$ cat config.mk
export PLATFORM = sky130hd
export DESIGN_NAME = subsampled_image_mean_core_flat
export DESIGN_NICKNAME = d
export VERILOG_FILES = /design/src/sim_pkg.sv /design/src/sim_if.sv /design/src/sim_ctrl.sv /design/src/sim_div.sv /design/src/sim_dp.sv /design/src/subsampled_image_mean_core.sv /design/src/flat_wrapper.sv
export SDC_FILE = /design/constraint.sdc
export NUM_CORES = 1
export LEC_CHECK = 0
export ABC_AREA = 0
export BUFFER_PORTS_ARGS = -buffer_cell sky130_fd_sc_hd__buf_2
export CORE_AREA = 10 10 214 216
export DETAILED_ROUTE_END_ITERATION = 12
export DIE_AREA = 0 0 224 226
export PLACE_DENSITY = 0.56
export SYNTH_ARGS = -nofsm -noshare
export SYNTH_HDL_FRONTEND = slang
export SYNTH_SLANG_ARGS = --single-unit
$ cat constraint.sdc
create_clock -name clk -period 3.6 [get_ports clk]
set_clock_uncertainty 0.05 [all_clocks]
set_input_delay 0.36 -clock clk [delete_from_list [all_inputs] [get_ports clk]]
set_output_delay 0.36 -clock clk [all_outputs]
set_load 0.01 [all_outputs]
$ cat src/sim_pkg.sv
// Shared types and constants for the subsampled image mean core.
package sim_pkg;

  localparam int PIXEL_BITS   = 8;
  localparam int SUM_BITS     = 32;
  localparam int FRAC_BITS    = 8;
  localparam int DIV_BITS     = SUM_BITS + FRAC_BITS;
  localparam int DIV_CNT_BITS = $clog2(DIV_BITS + 1);
  localparam int MEAN_BITS    = 16;
  localparam int RANK_BITS    = 8;
  localparam int CFG_IDX_BITS = 2;

  localparam logic [MEAN_BITS-1:0] MEAN_MAX   = 16'd65280;
  localparam logic [RANK_BITS-1:0] RANK_VALID = 8'd255;
  localparam logic [RANK_BITS-1:0] RANK_NONE  = 8'd0;

  localparam logic [CFG_IDX_BITS-1:0] CFG_STEP_X = 2'd0;
  localparam logic [CFG_IDX_BITS-1:0] CFG_STEP_Y = 2'd1;

  typedef enum logic [1:0] {
    ST_IDLE,
    ST_DIV,
    ST_HOLD
  } sim_state_t;

  typedef struct packed {
    logic take_px;
    logic blank;
    logic div_start;
    logic load_out;
  } sim_cmd_t;

  typedef struct packed {
    logic div_done;
  } sim_sts_t;

endpackage

$ cat src/sim_if.sv
// Pixel and result stream interfaces with valid/ready handshake.
interface sim_in_if;
  logic                           valid;
  logic                           ready;
  logic [sim_pkg::PIXEL_BITS-1:0] pixel;
  logic                           end_of_row;
  logic                           end_of_frame;
  logic                           empty_frame;

  modport source(output valid, pixel, end_of_row, end_of_frame, empty_frame, input ready);
  modport sink(input valid, pixel, end_of_row, end_of_frame, empty_frame, output ready);
endinterface

interface sim_out_if;
  logic                          valid;
  logic                          ready;
  logic [sim_pkg::MEAN_BITS-1:0] mean_q8;
  logic [sim_pkg::RANK_BITS-1:0] rank;
  logic                          present;

  modport source(output valid, mean_q8, rank, present, input ready);
  modport sink(input valid, mean_q8, rank, present, output ready);
endinterface

$ cat src/sim_ctrl.sv
// Controller state machine: handshakes, divide sequencing and result hand-off.
module sim_ctrl (
  input  logic              clk,
  input  logic              rst_n,
  input  logic              in_valid,
  input  logic              in_eof,
  input  logic              in_empty,
  output logic              in_ready,
  input  logic              out_ready,
  output logic              out_valid,
  input  sim_pkg::sim_sts_t sts,
  output sim_pkg::sim_cmd_t cmd
);
  import sim_pkg::*;

  sim_state_t state_r, state_nxt;
  logic       out_valid_r, out_valid_nxt;
  logic       take;

  always_ff @(posedge clk) begin
    if (!rst_n) begin
      state_r     <= ST_IDLE;
      out_valid_r <= 1'b0;
    end else begin
      state_r     <= state_nxt;
      out_valid_r <= out_valid_nxt;
    end
  end

  always_comb begin
    state_nxt     = state_r;
    cmd           = '0;
    in_ready      = 1'b0;
    take          = 1'b0;
    out_valid_nxt = out_valid_r && !out_ready;
    case (state_r)
      ST_IDLE: begin
        in_ready = 1'b1;
        take     = in_valid;
        if (take) begin
          if (in_empty) begin
            cmd.blank = 1'b1;
            state_nxt = ST_HOLD;
          end else begin
            cmd.take_px = 1'b1;
            if (in_eof) begin
              cmd.div_start = 1'b1;
              state_nxt     = ST_DIV;
            end
          end
        end
      end
      ST_DIV: begin
        if (sts.div_done) begin
          state_nxt = ST_HOLD;
        end
      end
      ST_HOLD: begin
        if (!out_valid_r || out_ready) begin
          cmd.load_out  = 1'b1;
          out_valid_nxt = 1'b1;
          state_nxt     = ST_IDLE;
        end
      end
      default: begin
        state_nxt = ST_IDLE;
      end
    endcase
  end

  assign out_valid = out_valid_r;

  a_load_free: assert property (@(posedge clk) disable iff (!rst_n)
    cmd.load_out |-> (!out_valid_r || out_ready))
    else $error("result loaded over a pending transaction");

  a_start_div: assert property (@(posedge clk) disable iff (!rst_n)
    cmd.div_start |=> (state_r == ST_DIV && !sts.div_done))
    else $error("divider not busy after start");

  a_div_exit: assert property (@(posedge clk) disable iff (!rst_n)
    (state_r == ST_DIV) |=> (state_r == ST_DIV || state_r == ST_HOLD))
    else $error("illegal exit from divide");

  a_no_take_busy: assert property (@(posedge clk) disable iff (!rst_n)
    (cmd.take_px || cmd.blank) |-> (state_r == ST_IDLE && !cmd.load_out))
    else $error("transaction taken while busy");

endmodule

$ cat src/sim_div.sv
// Restoring divider, one quotient bit per cycle.
module sim_div #(
  parameter int COUNT_BITS = 24
) (
  input  logic                          clk,
  input  logic                          rst_n,
  input  logic                          start,
  input  logic [sim_pkg::DIV_BITS-1:0]  dividend,
  input  logic [COUNT_BITS-1:0]         divisor,
  output logic                          done,
  output logic [sim_pkg::DIV_BITS-1:0]  quotient
);
  import sim_pkg::*;

  logic [DIV_CNT_BITS-1:0] cnt_r, cnt_nxt;
  logic [DIV_BITS-1:0]     dvd_r, dvd_nxt;
  logic [COUNT_BITS-1:0]   rem_r, rem_nxt;
  logic [COUNT_BITS-1:0]   dsr_r;
  logic [COUNT_BITS:0]     trial;
  logic [COUNT_BITS-1:0]   diff;
  logic                    ge;

  assign trial = {rem_r, dvd_r[DIV_BITS-1]};
  assign ge    = trial >= {1'b0, dsr_r};
  assign diff  = trial[COUNT_BITS-1:0] - dsr_r;

  always_comb begin
    cnt_nxt = cnt_r;
    dvd_nxt = dvd_r;
    rem_nxt = rem_r;
    if (start) begin
      cnt_nxt = DIV_CNT_BITS'(DIV_BITS);
      dvd_nxt = dividend;
      rem_nxt = '0;
    end else if (cnt_r != '0) begin
      cnt_nxt = cnt_r - 1'b1;
      dvd_nxt = {dvd_r[DIV_BITS-2:0], ge};
      rem_nxt = ge ? diff : trial[COUNT_BITS-1:0];
    end
  end

  always_ff @(posedge clk) begin
    if (!rst_n) begin
      cnt_r <= '0;
    end else begin
      cnt_r <= cnt_nxt;
    end
  end

  always_ff @(posedge clk) begin
    dvd_r <= dvd_nxt;
    rem_r <= rem_nxt;
    if (start) begin
      dsr_r <= (divisor == '0) ? COUNT_BITS'(1) : divisor;
    end
  end

  assign done     = (cnt_r == '0);
  assign quotient = dvd_r;

endmodule

$ cat src/sim_dp.sv
// Datapath: stride registers, sampling phases, saturating sums and result register.
module sim_dp #(
  parameter int COUNT_BITS = 24,
  parameter int STEP_BITS  = 10
) (
  input  logic                                clk,
  input  logic                                rst_n,
  input  sim_pkg::sim_cmd_t                   cmd,
  output sim_pkg::sim_sts_t                   sts,
  input  logic                                cfg_we,
  input  logic [sim_pkg::CFG_IDX_BITS-1:0]    cfg_index,
  input  logic [STEP_BITS-1:0]                cfg_data,
  input  logic [sim_pkg::PIXEL_BITS-1:0]      pixel,
  input  logic                                end_of_row,
  output logic [sim_pkg::MEAN_BITS-1:0]       mean_q8,
  output logic [sim_pkg::RANK_BITS-1:0]       rank,
  output logic                                present
);
  import sim_pkg::*;

  logic [STEP_BITS-1:0]  step_x_r, step_y_r;
  logic [STEP_BITS-1:0]  col_r, col_nxt, row_r, row_nxt;
  logic [SUM_BITS-1:0]   sum_r, sum_nxt;
  logic [COUNT_BITS-1:0] cnt_r, cnt_nxt;
  logic [SUM_BITS:0]     sum_ext;
  logic                  sampled;
  logic [STEP_BITS-1:0]  col_adv, row_adv;
  logic                  res_present_r;
  logic [DIV_BITS-1:0]   quotient;
  logic                  div_done;
  logic [MEAN_BITS-1:0]  mean_clamped;
  logic [MEAN_BITS-1:0]  mean_r;
  logic [RANK_BITS-1:0]  rank_r;
  logic                  present_r;

  function automatic logic [STEP_BITS-1:0] advance(input logic [STEP_BITS-1:0] phase,
                                                   input logic [STEP_BITS-1:0] step);
    logic [STEP_BITS:0] inc;
    logic [STEP_BITS:0] lim;
    inc = {1'b0, phase} + 1'b1;
    lim = (step == '0) ? (STEP_BITS+1)'(1) : {1'b0, step};
    return (inc >= lim) ? '0 : inc[STEP_BITS-1:0];
  endfunction

  always_ff @(posedge clk) begin
    if (!rst_n) begin
      step_x_r <= STEP_BITS'(1);
      step_y_r <= STEP_BITS'(1);
    end else if (cfg_we) begin
      case (cfg_index)
        CFG_STEP_X: step_x_r <= cfg_data;
        CFG_STEP_Y: step_y_r <= cfg_data;
        default: ;
      endcase
    end
  end

  assign sampled = (col_r == '0) && (row_r == '0);
  assign sum_ext = {1'b0, sum_r} + {{(SUM_BITS+1-PIXEL_BITS){1'b0}}, pixel};
  assign col_adv = advance(col_r, step_x_r);
  assign row_adv = advance(row_r, step_y_r);

  always_comb begin
    sum_nxt = sum_r;
    cnt_nxt = cnt_r;
    if (sampled) begin
      sum_nxt = sum_ext[SUM_BITS] ? '1 : sum_ext[SUM_BITS-1:0];
      if (cnt_r != '1) begin
        cnt_nxt = cnt_r + 1'b1;
      end
    end
    col_nxt = col_adv;
    row_nxt = row_r;
    if (end_of_row) begin
      col_nxt = '0;
      row_nxt = row_adv;
    end
  end

  always_ff @(posedge clk) begin
    if (!rst_n) begin
      sum_r <= '0;
      cnt_r <= '0;
      col_r <= '0;
      row_r <= '0;
    end else if (cmd.blank || cmd.div_start) begin
      sum_r <= '0;
      cnt_r <= '0;
      col_r <= '0;
      row_r <= '0;
    end else if (cmd.take_px) begin
      sum_r <= sum_nxt;
      cnt_r <= cnt_nxt;
      col_r <= col_nxt;
      row_r <= row_nxt;
    end
  end

  sim_div #(
    .COUNT_BITS(COUNT_BITS)
  ) u_div (
    .clk      (clk),
    .rst_n    (rst_n),
    .start    (cmd.div_start),
    .dividend ({sum_nxt, {FRAC_BITS{1'b0}}}),
    .divisor  (cnt_nxt),
    .done     (div_done),
    .quotient (quotient)
  );

  assign sts.div_done = div_done;
  assign mean_clamped = (quotient > DIV_BITS'(MEAN_MAX)) ? MEAN_MAX : quotient[MEAN_BITS-1:0];

  always_ff @(posedge clk) begin
    if (cmd.blank) begin
      res_present_r <= 1'b0;
    end else if (cmd.div_start) begin
      res_present_r <= 1'b1;
    end
  end

  always_ff @(posedge clk) begin
    if (cmd.load_out) begin
      mean_r    <= res_present_r ? mean_clamped : '0;
      rank_r    <= res_present_r ? RANK_VALID : RANK_NONE;
      present_r <= res_present_r;
    end
  end

  assign mean_q8 = mean_r;
  assign rank    = rank_r;
  assign present = present_r;

endmodule

$ cat src/subsampled_image_mean_core.sv
// Top level of the subsampled image mean core.
// Pixel transactions are taken one per cycle while no frame result is being formed or waiting for the output.
// End of frame: the 40-step divider runs one quotient bit per cycle, then the result is
// loaded into the output register once it is free and offered; input is held off meanwhile.
// Empty frame marker: an empty result is loaded into the output register once it is free.
// Synchronous reset clears strides to 1 and clears sums, counts, phases and handshakes.
module subsampled_image_mean_core #(
  parameter int COUNT_BITS = 24,
  parameter int STEP_BITS  = 10
) (
  input  logic                              clk,
  input  logic                              rst_n,
  sim_in_if.sink                            in_px,
  sim_out_if.source                         out_res,
  input  logic                              cfg_we,
  input  logic [sim_pkg::CFG_IDX_BITS-1:0]  cfg_index,
  input  logic [STEP_BITS-1:0]              cfg_data
);
  import sim_pkg::*;

  sim_cmd_t cmd;
  sim_sts_t sts;

  sim_ctrl u_ctrl (
    .clk       (clk),
    .rst_n     (rst_n),
    .in_valid  (in_px.valid),
    .in_eof    (in_px.end_of_frame),
    .in_empty  (in_px.empty_frame),
    .in_ready  (in_px.ready),
    .out_ready (out_res.ready),
    .out_valid (out_res.valid),
    .sts       (sts),
    .cmd       (cmd)
  );

  sim_dp #(
    .COUNT_BITS(COUNT_BITS),
    .STEP_BITS (STEP_BITS)
  ) u_dp (
    .clk          (clk),
    .rst_n        (rst_n),
    .cmd          (cmd),
    .sts          (sts),
    .cfg_we       (cfg_we),
    .cfg_index    (cfg_index),
    .cfg_data     (cfg_data),
    .pixel        (in_px.pixel),
    .end_of_row   (in_px.end_of_row),
    .mean_q8      (out_res.mean_q8),
    .rank         (out_res.rank),
    .present      (out_res.present)
  );

endmodule

$ cat src/flat_wrapper.sv
// flat-port wrapper written by rule: the top's interface ports become plain ports
module subsampled_image_mean_core_flat import sim_pkg::*;
#(
  parameter int COUNT_BITS = 24,
  parameter int STEP_BITS  = 10
)
  (clk, rst_n, cfg_we, cfg_index, cfg_data, in_px_valid, in_px_pixel, in_px_end_of_row, in_px_end_of_frame, in_px_empty_frame, in_px_ready, out_res_valid, out_res_mean_q8, out_res_rank, out_res_present, out_res_ready);
  sim_in_if in_px_i ();
  sim_out_if out_res_i ();
  input  logic clk;
  input  logic rst_n;
  input  logic cfg_we;
  input  logic [sim_pkg::CFG_IDX_BITS-1:0] cfg_index;
  input  logic [STEP_BITS-1:0] cfg_data;
  input wire logic [$bits(in_px_i.valid)-1:0] in_px_valid;
  input wire logic [$bits(in_px_i.pixel)-1:0] in_px_pixel;
  input wire logic [$bits(in_px_i.end_of_row)-1:0] in_px_end_of_row;
  input wire logic [$bits(in_px_i.end_of_frame)-1:0] in_px_end_of_frame;
  input wire logic [$bits(in_px_i.empty_frame)-1:0] in_px_empty_frame;
  output wire logic [$bits(in_px_i.ready)-1:0] in_px_ready;
  output wire logic [$bits(out_res_i.valid)-1:0] out_res_valid;
  output wire logic [$bits(out_res_i.mean_q8)-1:0] out_res_mean_q8;
  output wire logic [$bits(out_res_i.rank)-1:0] out_res_rank;
  output wire logic [$bits(out_res_i.present)-1:0] out_res_present;
  input wire logic [$bits(out_res_i.ready)-1:0] out_res_ready;
  assign in_px_i.valid = in_px_valid;
  assign in_px_i.pixel = in_px_pixel;
  assign in_px_i.end_of_row = in_px_end_of_row;
  assign in_px_i.end_of_frame = in_px_end_of_frame;
  assign in_px_i.empty_frame = in_px_empty_frame;
  assign in_px_ready = in_px_i.ready;
  assign out_res_valid = out_res_i.valid;
  assign out_res_mean_q8 = out_res_i.mean_q8;
  assign out_res_rank = out_res_i.rank;
  assign out_res_present = out_res_i.present;
  assign out_res_i.ready = out_res_ready;
  subsampled_image_mean_core #(.COUNT_BITS(COUNT_BITS), .STEP_BITS(STEP_BITS)) u_core (.clk(clk), .rst_n(rst_n), .in_px(in_px_i), .out_res(out_res_i), .cfg_we(cfg_we), .cfg_index(cfg_index), .cfg_data(cfg_data));
endmodule
# Yosys cells after proc, flatten, opt, wreduce, memory -nomap -nowiden
# Cells that the tools add are included.
# W data, S select, Z words.
[totals]
word_cells = 95
inputBits = 28
regBits = 219
[op_classes]
n_lt_le_gt_ge = 4
n_bitwise = 2
n_reduce_logical = 23
mux = 33
eq_ne = 8
add_sub_neg = 6
[ops]
columns = ["cell", "n"]
rows = [
  ["$mux W40", 2],
  ["$mux W24", 3],
  ["$mux W32", 2],
  ["$mux W10", 5],
  ["$gt A40 B16 Y1 const B", 1],
  ["$logic_not A10 Y1", 4],
  ["$add A32 B8 Y33", 1],
  ["$ge A25 B24 Y1", 1],
  ["$add A24 B1 Y24 const B", 1],
  ["$logic_not A24 Y1", 1],
  ["$ne A24 B24 Y1 const B", 1],
  ["$sub A24 B24 Y24", 1],
  ["$add A10 B1 Y11 const B", 2],
  ["$ge A11 B10 Y1", 2],
  ["$mux W16", 1],
  ["$mux W6", 2],
  ["$mux W2", 5],
  ["$mux W1", 9],
  ["$mux W8", 1],
  ["$logic_not A6 Y1", 1],
  ["$mux W3", 2],
  ["$pmux W2 S3", 1],
  ["$reduce_and A2 Y1", 3],
  ["$reduce_bool A6 Y1", 1],
  ["other kinds (14)", 23],
]

# Longest topological paths before layout
[depth]
ltp_word = 6
ltp_mapped = 15

# Cells and area by module
# Synthesis repeated with hierarchy kept, for this count alone.
[hier_totals]
hier_cells = 1427
hier_area_um2 = 12868.6
[by_module_without_submodules]
columns = ["mod", "n_inst", "cells_each", "area_each_um2", "seq_area_each_um2"]
rows = [
  ["sim_dp", 1, 889, 7394.6, 2452.4],
  ["sim_div", 1, 519, 5285.1, 2522.4],
  ["sim_ctrl", 1, 19, 188.9, 60.1],
]

# Worst setup path after synthesis
# Ideal clock, no wire load.
[synth_path]
path_type = "reg-to-reg"
from = "register u_core.u_ctrl.state_r[0]"
to = "register u_core.u_dp.u_div.dvd_r[10], in the netlist u_core.u_dp.u_div.quotient[10] (data pin)"
arrival_ns = 2.707
path_slack_ns = 0.530
path_stages_with_launch = 9
t_required_ns = 3.237
setup_ns = 0.313
synth_period_minus_slack_ns = 3.070
cell_sequence = "dfxtp_1 nor2_1 nand2_1 nor2_1 nand2_1 inv_1 clkbuf_1 clkbuf_1 a31oi_1"
[synth_rtl]
columns = ["element", "line", "text"]
rows = [
  ["start, declared", "sim_ctrl.sv:16", "sim_state_t state_r, state_nxt;"],
  ["start signal, assigned", "sim_ctrl.sv:25", "state_r <= state_nxt;"],
  ["end signal, assigned", "sim_div.sv:51", "dvd_r <= dvd_nxt;"],
  ["end, declared", "sim_div.sv:16", "logic [DIV_BITS-1:0] dvd_r, dvd_nxt;"],
]

# Final worst setup path
[layout_path]
from = "register u_core.u_dp.u_div.dsr_r[1]"
to = "register u_core.u_dp.u_div.rem_r[19]"
[layout_between]
elab_chain_len = 2
word_cells_on_any_way = 3
classes_between = "add/sub (1); order compare (1); mux (1)"
[layout_lines]
columns = ["element", "line", "text"]
rows = [
  ["start, declared", "sim_div.sv:18", "logic [COUNT_BITS-1:0] dsr_r;"],
  ["start signal, assigned", "sim_div.sv:54", "dsr_r <= (divisor == '0) ? COUNT_BITS'(1) : divisor;"],
  ["$sub A24 B24 Y24 or $ge A25 B24 Y1 (tied branches)", "sim_div.sv:25, sim_div.sv:24", ""],
  ["$mux W24 *", "sim_div.sv:38", "rem_nxt = ge ? diff : trial[COUNT_BITS-1:0];"],
  ["end signal, assigned", "sim_div.sv:52", "rem_r <= rem_nxt;"],
  ["end, declared", "sim_div.sv:17", "logic [COUNT_BITS-1:0] rem_r, rem_nxt;"],
]
# Every way passes the cells marked *; elsewhere a longest branch is shown, timed or not.
# A chain may end at the register's enable or synchronous reset.

==> results.sh <==
export IMPL_dpl_hpwl_um=22700
export IMPL_slew_violations=0
export IMPL_synth_edff_count=73
export IMPL_die_area_um2=50600
export IMPL_synth_compound_area_share_pct=16.3
export IMPL_seqCellArea_um2=4950
export IMPL_power_share_clock_pct=27.1
export IMPL_drive_gt1_share_pct=10.3
export IMPL_clock_fmax_ghz=0.314
export IMPL_slowest_stage="edfxtp_1"
export IMPL_critPathKind="register to register"
export IMPL_synth_fa_ha_area_share_pct=6.31
export IMPL_yosys_warnings=0
export IMPL_fill_cells=4291
export IMPL_numCtsBuffers=26
export IMPL_tns_ns=0
export IMPL_synthSimpleGateAreaFrac_pct=21.2
export IMPL_postSynth_asyncResetShare_pct=0
export IMPL_critPathMaxFanout=15
export IMPL_synth_seq_cells=211
export IMPL_status="complete, no violations"
export IMPL_setup_violations=0
export IMPL_internal_power_mw=5.86
export IMPL_required_ns=3.98
export IMPL_post_cts_buffers=0
export IMPL_die_y_um=226
export IMPL_arrival_ns=3.57
export IMPL_cts_buffer_depth=3
export IMPL_final_common_cell="dfxtp_1"
export IMPL_grt_overflow=0
export IMPL_wl_per_cell_um=15.5
export IMPL_cts_tree="yes"
export IMPL_p_switching_mw=3.23
export IMPL_antenna_found_initial=4
export IMPL_io_pins=55
export IMPL_die_w_um=224
export IMPL_synth_area_um2=12300
export IMPL_area_growth_pct=12.6
export IMPL_holdBufCountCts=1
export IMPL_hold_viol_final=0
export IMPL_clkLatencyLatePin_ns=0.55
export IMPL_cts_max_level=1
export IMPL_initial_core_util_pct=29.7
export IMPL_synth_flop_cell="dfxtp_1"
export IMPL_worst_hold_slack_ns=0.0251
export IMPL_multiInputGateArea_um2=6740
export IMPL_power_per_cell_area_nw_per_um2=654
export IMPL_worstPathCellList="inv_1, ha_1, nor2b_1, o31a_1, o31a_1, o311a_1, o21ai_1, a211oi_1, buf_4, nor2_4, buf_4, mux2i_1, a21oi_1"
export IMPL_syn_inst=1408
export IMPL_core_area_um2=41600
export IMPL_routed_wl_um=30800
export IMPL_postSynthAreaPerCell_um2=8.76
export IMPL_num_rows=75
export IMPL_drv_cap=0
export IMPL_worst_setup_path_start_kind="register"
export IMPL_port_buffer_count=54
export IMPL_drt_first_pass_iters=5
export IMPL_synth_top_family_by_area="simple AND/OR/NAND/NOR gates"
export IMPL_muxShareOfSynthArea_pct=2.77
export IMPL_cts_sinks=211
export IMPL_period_share_pct=88.5
export IMPL_grt_use_total_pct=11.9
export IMPL_worst_pin_slew_ns=1.00
export IMPL_hp_class="input port to register"
export IMPL_ctsResizeCount=0
export IMPL_grt_pass1_wl_um=50100
export IMPL_clkTransAtPathRegs_ns=0.06
export IMPL_p_leak_nw=5.38
export IMPL_ant_nets=0
export IMPL_period_needed_ns=3.19
export IMPL_grt_max_degree=50
export IMPL_most_common_layout_cells="138 x dfxtp_1, 132 x nor2_1, 129 x nand2_1"
export IMPL_routabilityCongestion=0.814
export IMPL_synth_nets=1497
export IMPL_cp_end_kind="register"
export IMPL_critPathMaxStageDelay_ns=0.38
export IMPL_seq_power_share_pct=37.4
export IMPL_rsz0062_at_grt="false"
export IMPL_clockRootBuffer="clkbuf_16"
export IMPL_sw_frac_of_total_pct=35.6
export IMPL_synth_xor_area_share_pct=7.81
export IMPL_vias=9992
export IMPL_ir_worst_vdd_mv=0.363
export IMPL_grt_pass1_vias=9591
export IMPL_antenna_cells=0
export IMPL_relSlewSlack_pct=32.9
export IMPL_ys_types=81
export IMPL_layout_nets=1523
export IMPL_drc_errors=0
export IMPL_viasPerCell=5.02
export IMPL_drtIter0Drc=735
export IMPL_seq_area_frac_synth_pct=40.2
export IMPL_power_frac_comb_pct=35.5
-- final timing paths --
kind	startpoint	end	slack [ns]	cells after the start
max	u_core.u_dp.u_div.dsr_r[1]	u_core.u_dp.u_div.rem_r[19]	0.41	13
min	cfg_data[0]	u_core.u_dp.step_x_r[0]	0.03	3
max reg2reg	u_core.u_dp.u_div.dsr_r[1]	u_core.u_dp.u_div.rem_r[19]	0.41	13
min reg2reg	u_core.u_dp.col_r[5]	u_core.u_dp.col_r[5]	0.40	2
-- flip-flops by register name (all words and copies together) (netlist names), 10 cells and up --
name,count
u_core.u_dp.u_div.quotient,40
u_core.u_dp.sum_r,32
u_core.u_dp.cnt_r,24
u_core.u_dp.u_div.dsr_r,24
u_core.u_dp.u_div.rem_r,24
u_core.u_dp.mean_q8,16
u_core.u_dp.col_r,10
u_core.u_dp.row_r,10
u_core.u_dp.step_x_r,10
u_core.u_dp.step_y_r,10
-- cell usage after synthesis, types with 17 or more instances --
library cell / number / area (um^2)
a21o_1: 17 / 128
a21oi_1: 122 / 611
a31oi_1: 17 / 106
and3_1: 21 / 131
clkbuf_1: 49 / 184
dfxtp_1: 138 / 2760
edfxtp_1: 73 / 2190
ha_1: 59 / 738
inv_1: 74 / 278
mux2i_1: 33 / 330
nand2_1: 129 / 484
nand3_1: 50 / 250
nand4_1: 23 / 144
nor2_1: 133 / 499
nor2b_1: 24 / 150
nor3_1: 35 / 175
o21ai_0: 81 / 405
xnor2_1: 70 / 613
xor2_1: 40 / 350
-- routing by layer --
metal	part of all wire [%]	vias up	track usage, %
li1	-	5065	-
met1	49	4653	16.5
met2	43	217	18.2
met3	5.6	49	2.53
met4	2.4	8	3.73
met5	0.18	-	0
-- power by group through the flow --
stage	combinational, mW	clock [mW]	sequential (mW)
after floorplan	2.54	0	3.33
after global placement	3.18	0	3.43
after detailed placement	3.22	0	3.43
after CTS	3.24	2.56	3.39
after global routing	3.65	2.64	3.45
final	3.23	2.47	3.40
-- cell type report --
type                    count  area share (%)
clock inverters            10           0.630
inverters                  75            2.03
clock buffers              37            5.12
flip-flops and latches    211            35.7
multi-input cells        1044            48.5
repair buffers             76            3.24
well taps                 539            4.85
-- cells by family after synthesis --
logic type	Yosys count
and+or+nand+nor	512
AOI/OAI and AO/OA	327
DFF	211
buffers and inverters	153
xor gates and xnor gates	110
adders and majority gates	61
muxes	34
-- critical path: cells and delay by family (launching register included) --
family	cells	cell delay [ns]
AOI/OAI and AO/OA	6	1.36
adders and majority gates	1	0.30
buffers and inverters	3	0.51
DFF	1	0.38
muxes	1	0.22
and+or+nand+nor	2	0.23
-- metrics by stage --
stage | utilization, % | worst slack [ns] | cells | power, mW | cell area (um^2)
final | 33.4 | 0.414 | 1992 | 9.09 | 13900
after global routing | 33.4 | 0.0765 | 1992 | 9.74 | 13900
after CTS | 33.4 | 0.409 | 1992 | 9.18 | 13900
after detailed placement | 31.5 | 0.300 | 1944 | 6.65 | 13100
after global placement | 31.5 | 0.346 | 1944 | 6.61 | 13100
after floorplan | - | 0.530 | 1408 | 5.86 | 12300
Note: power is estimated with default switching activity, not from simulation.
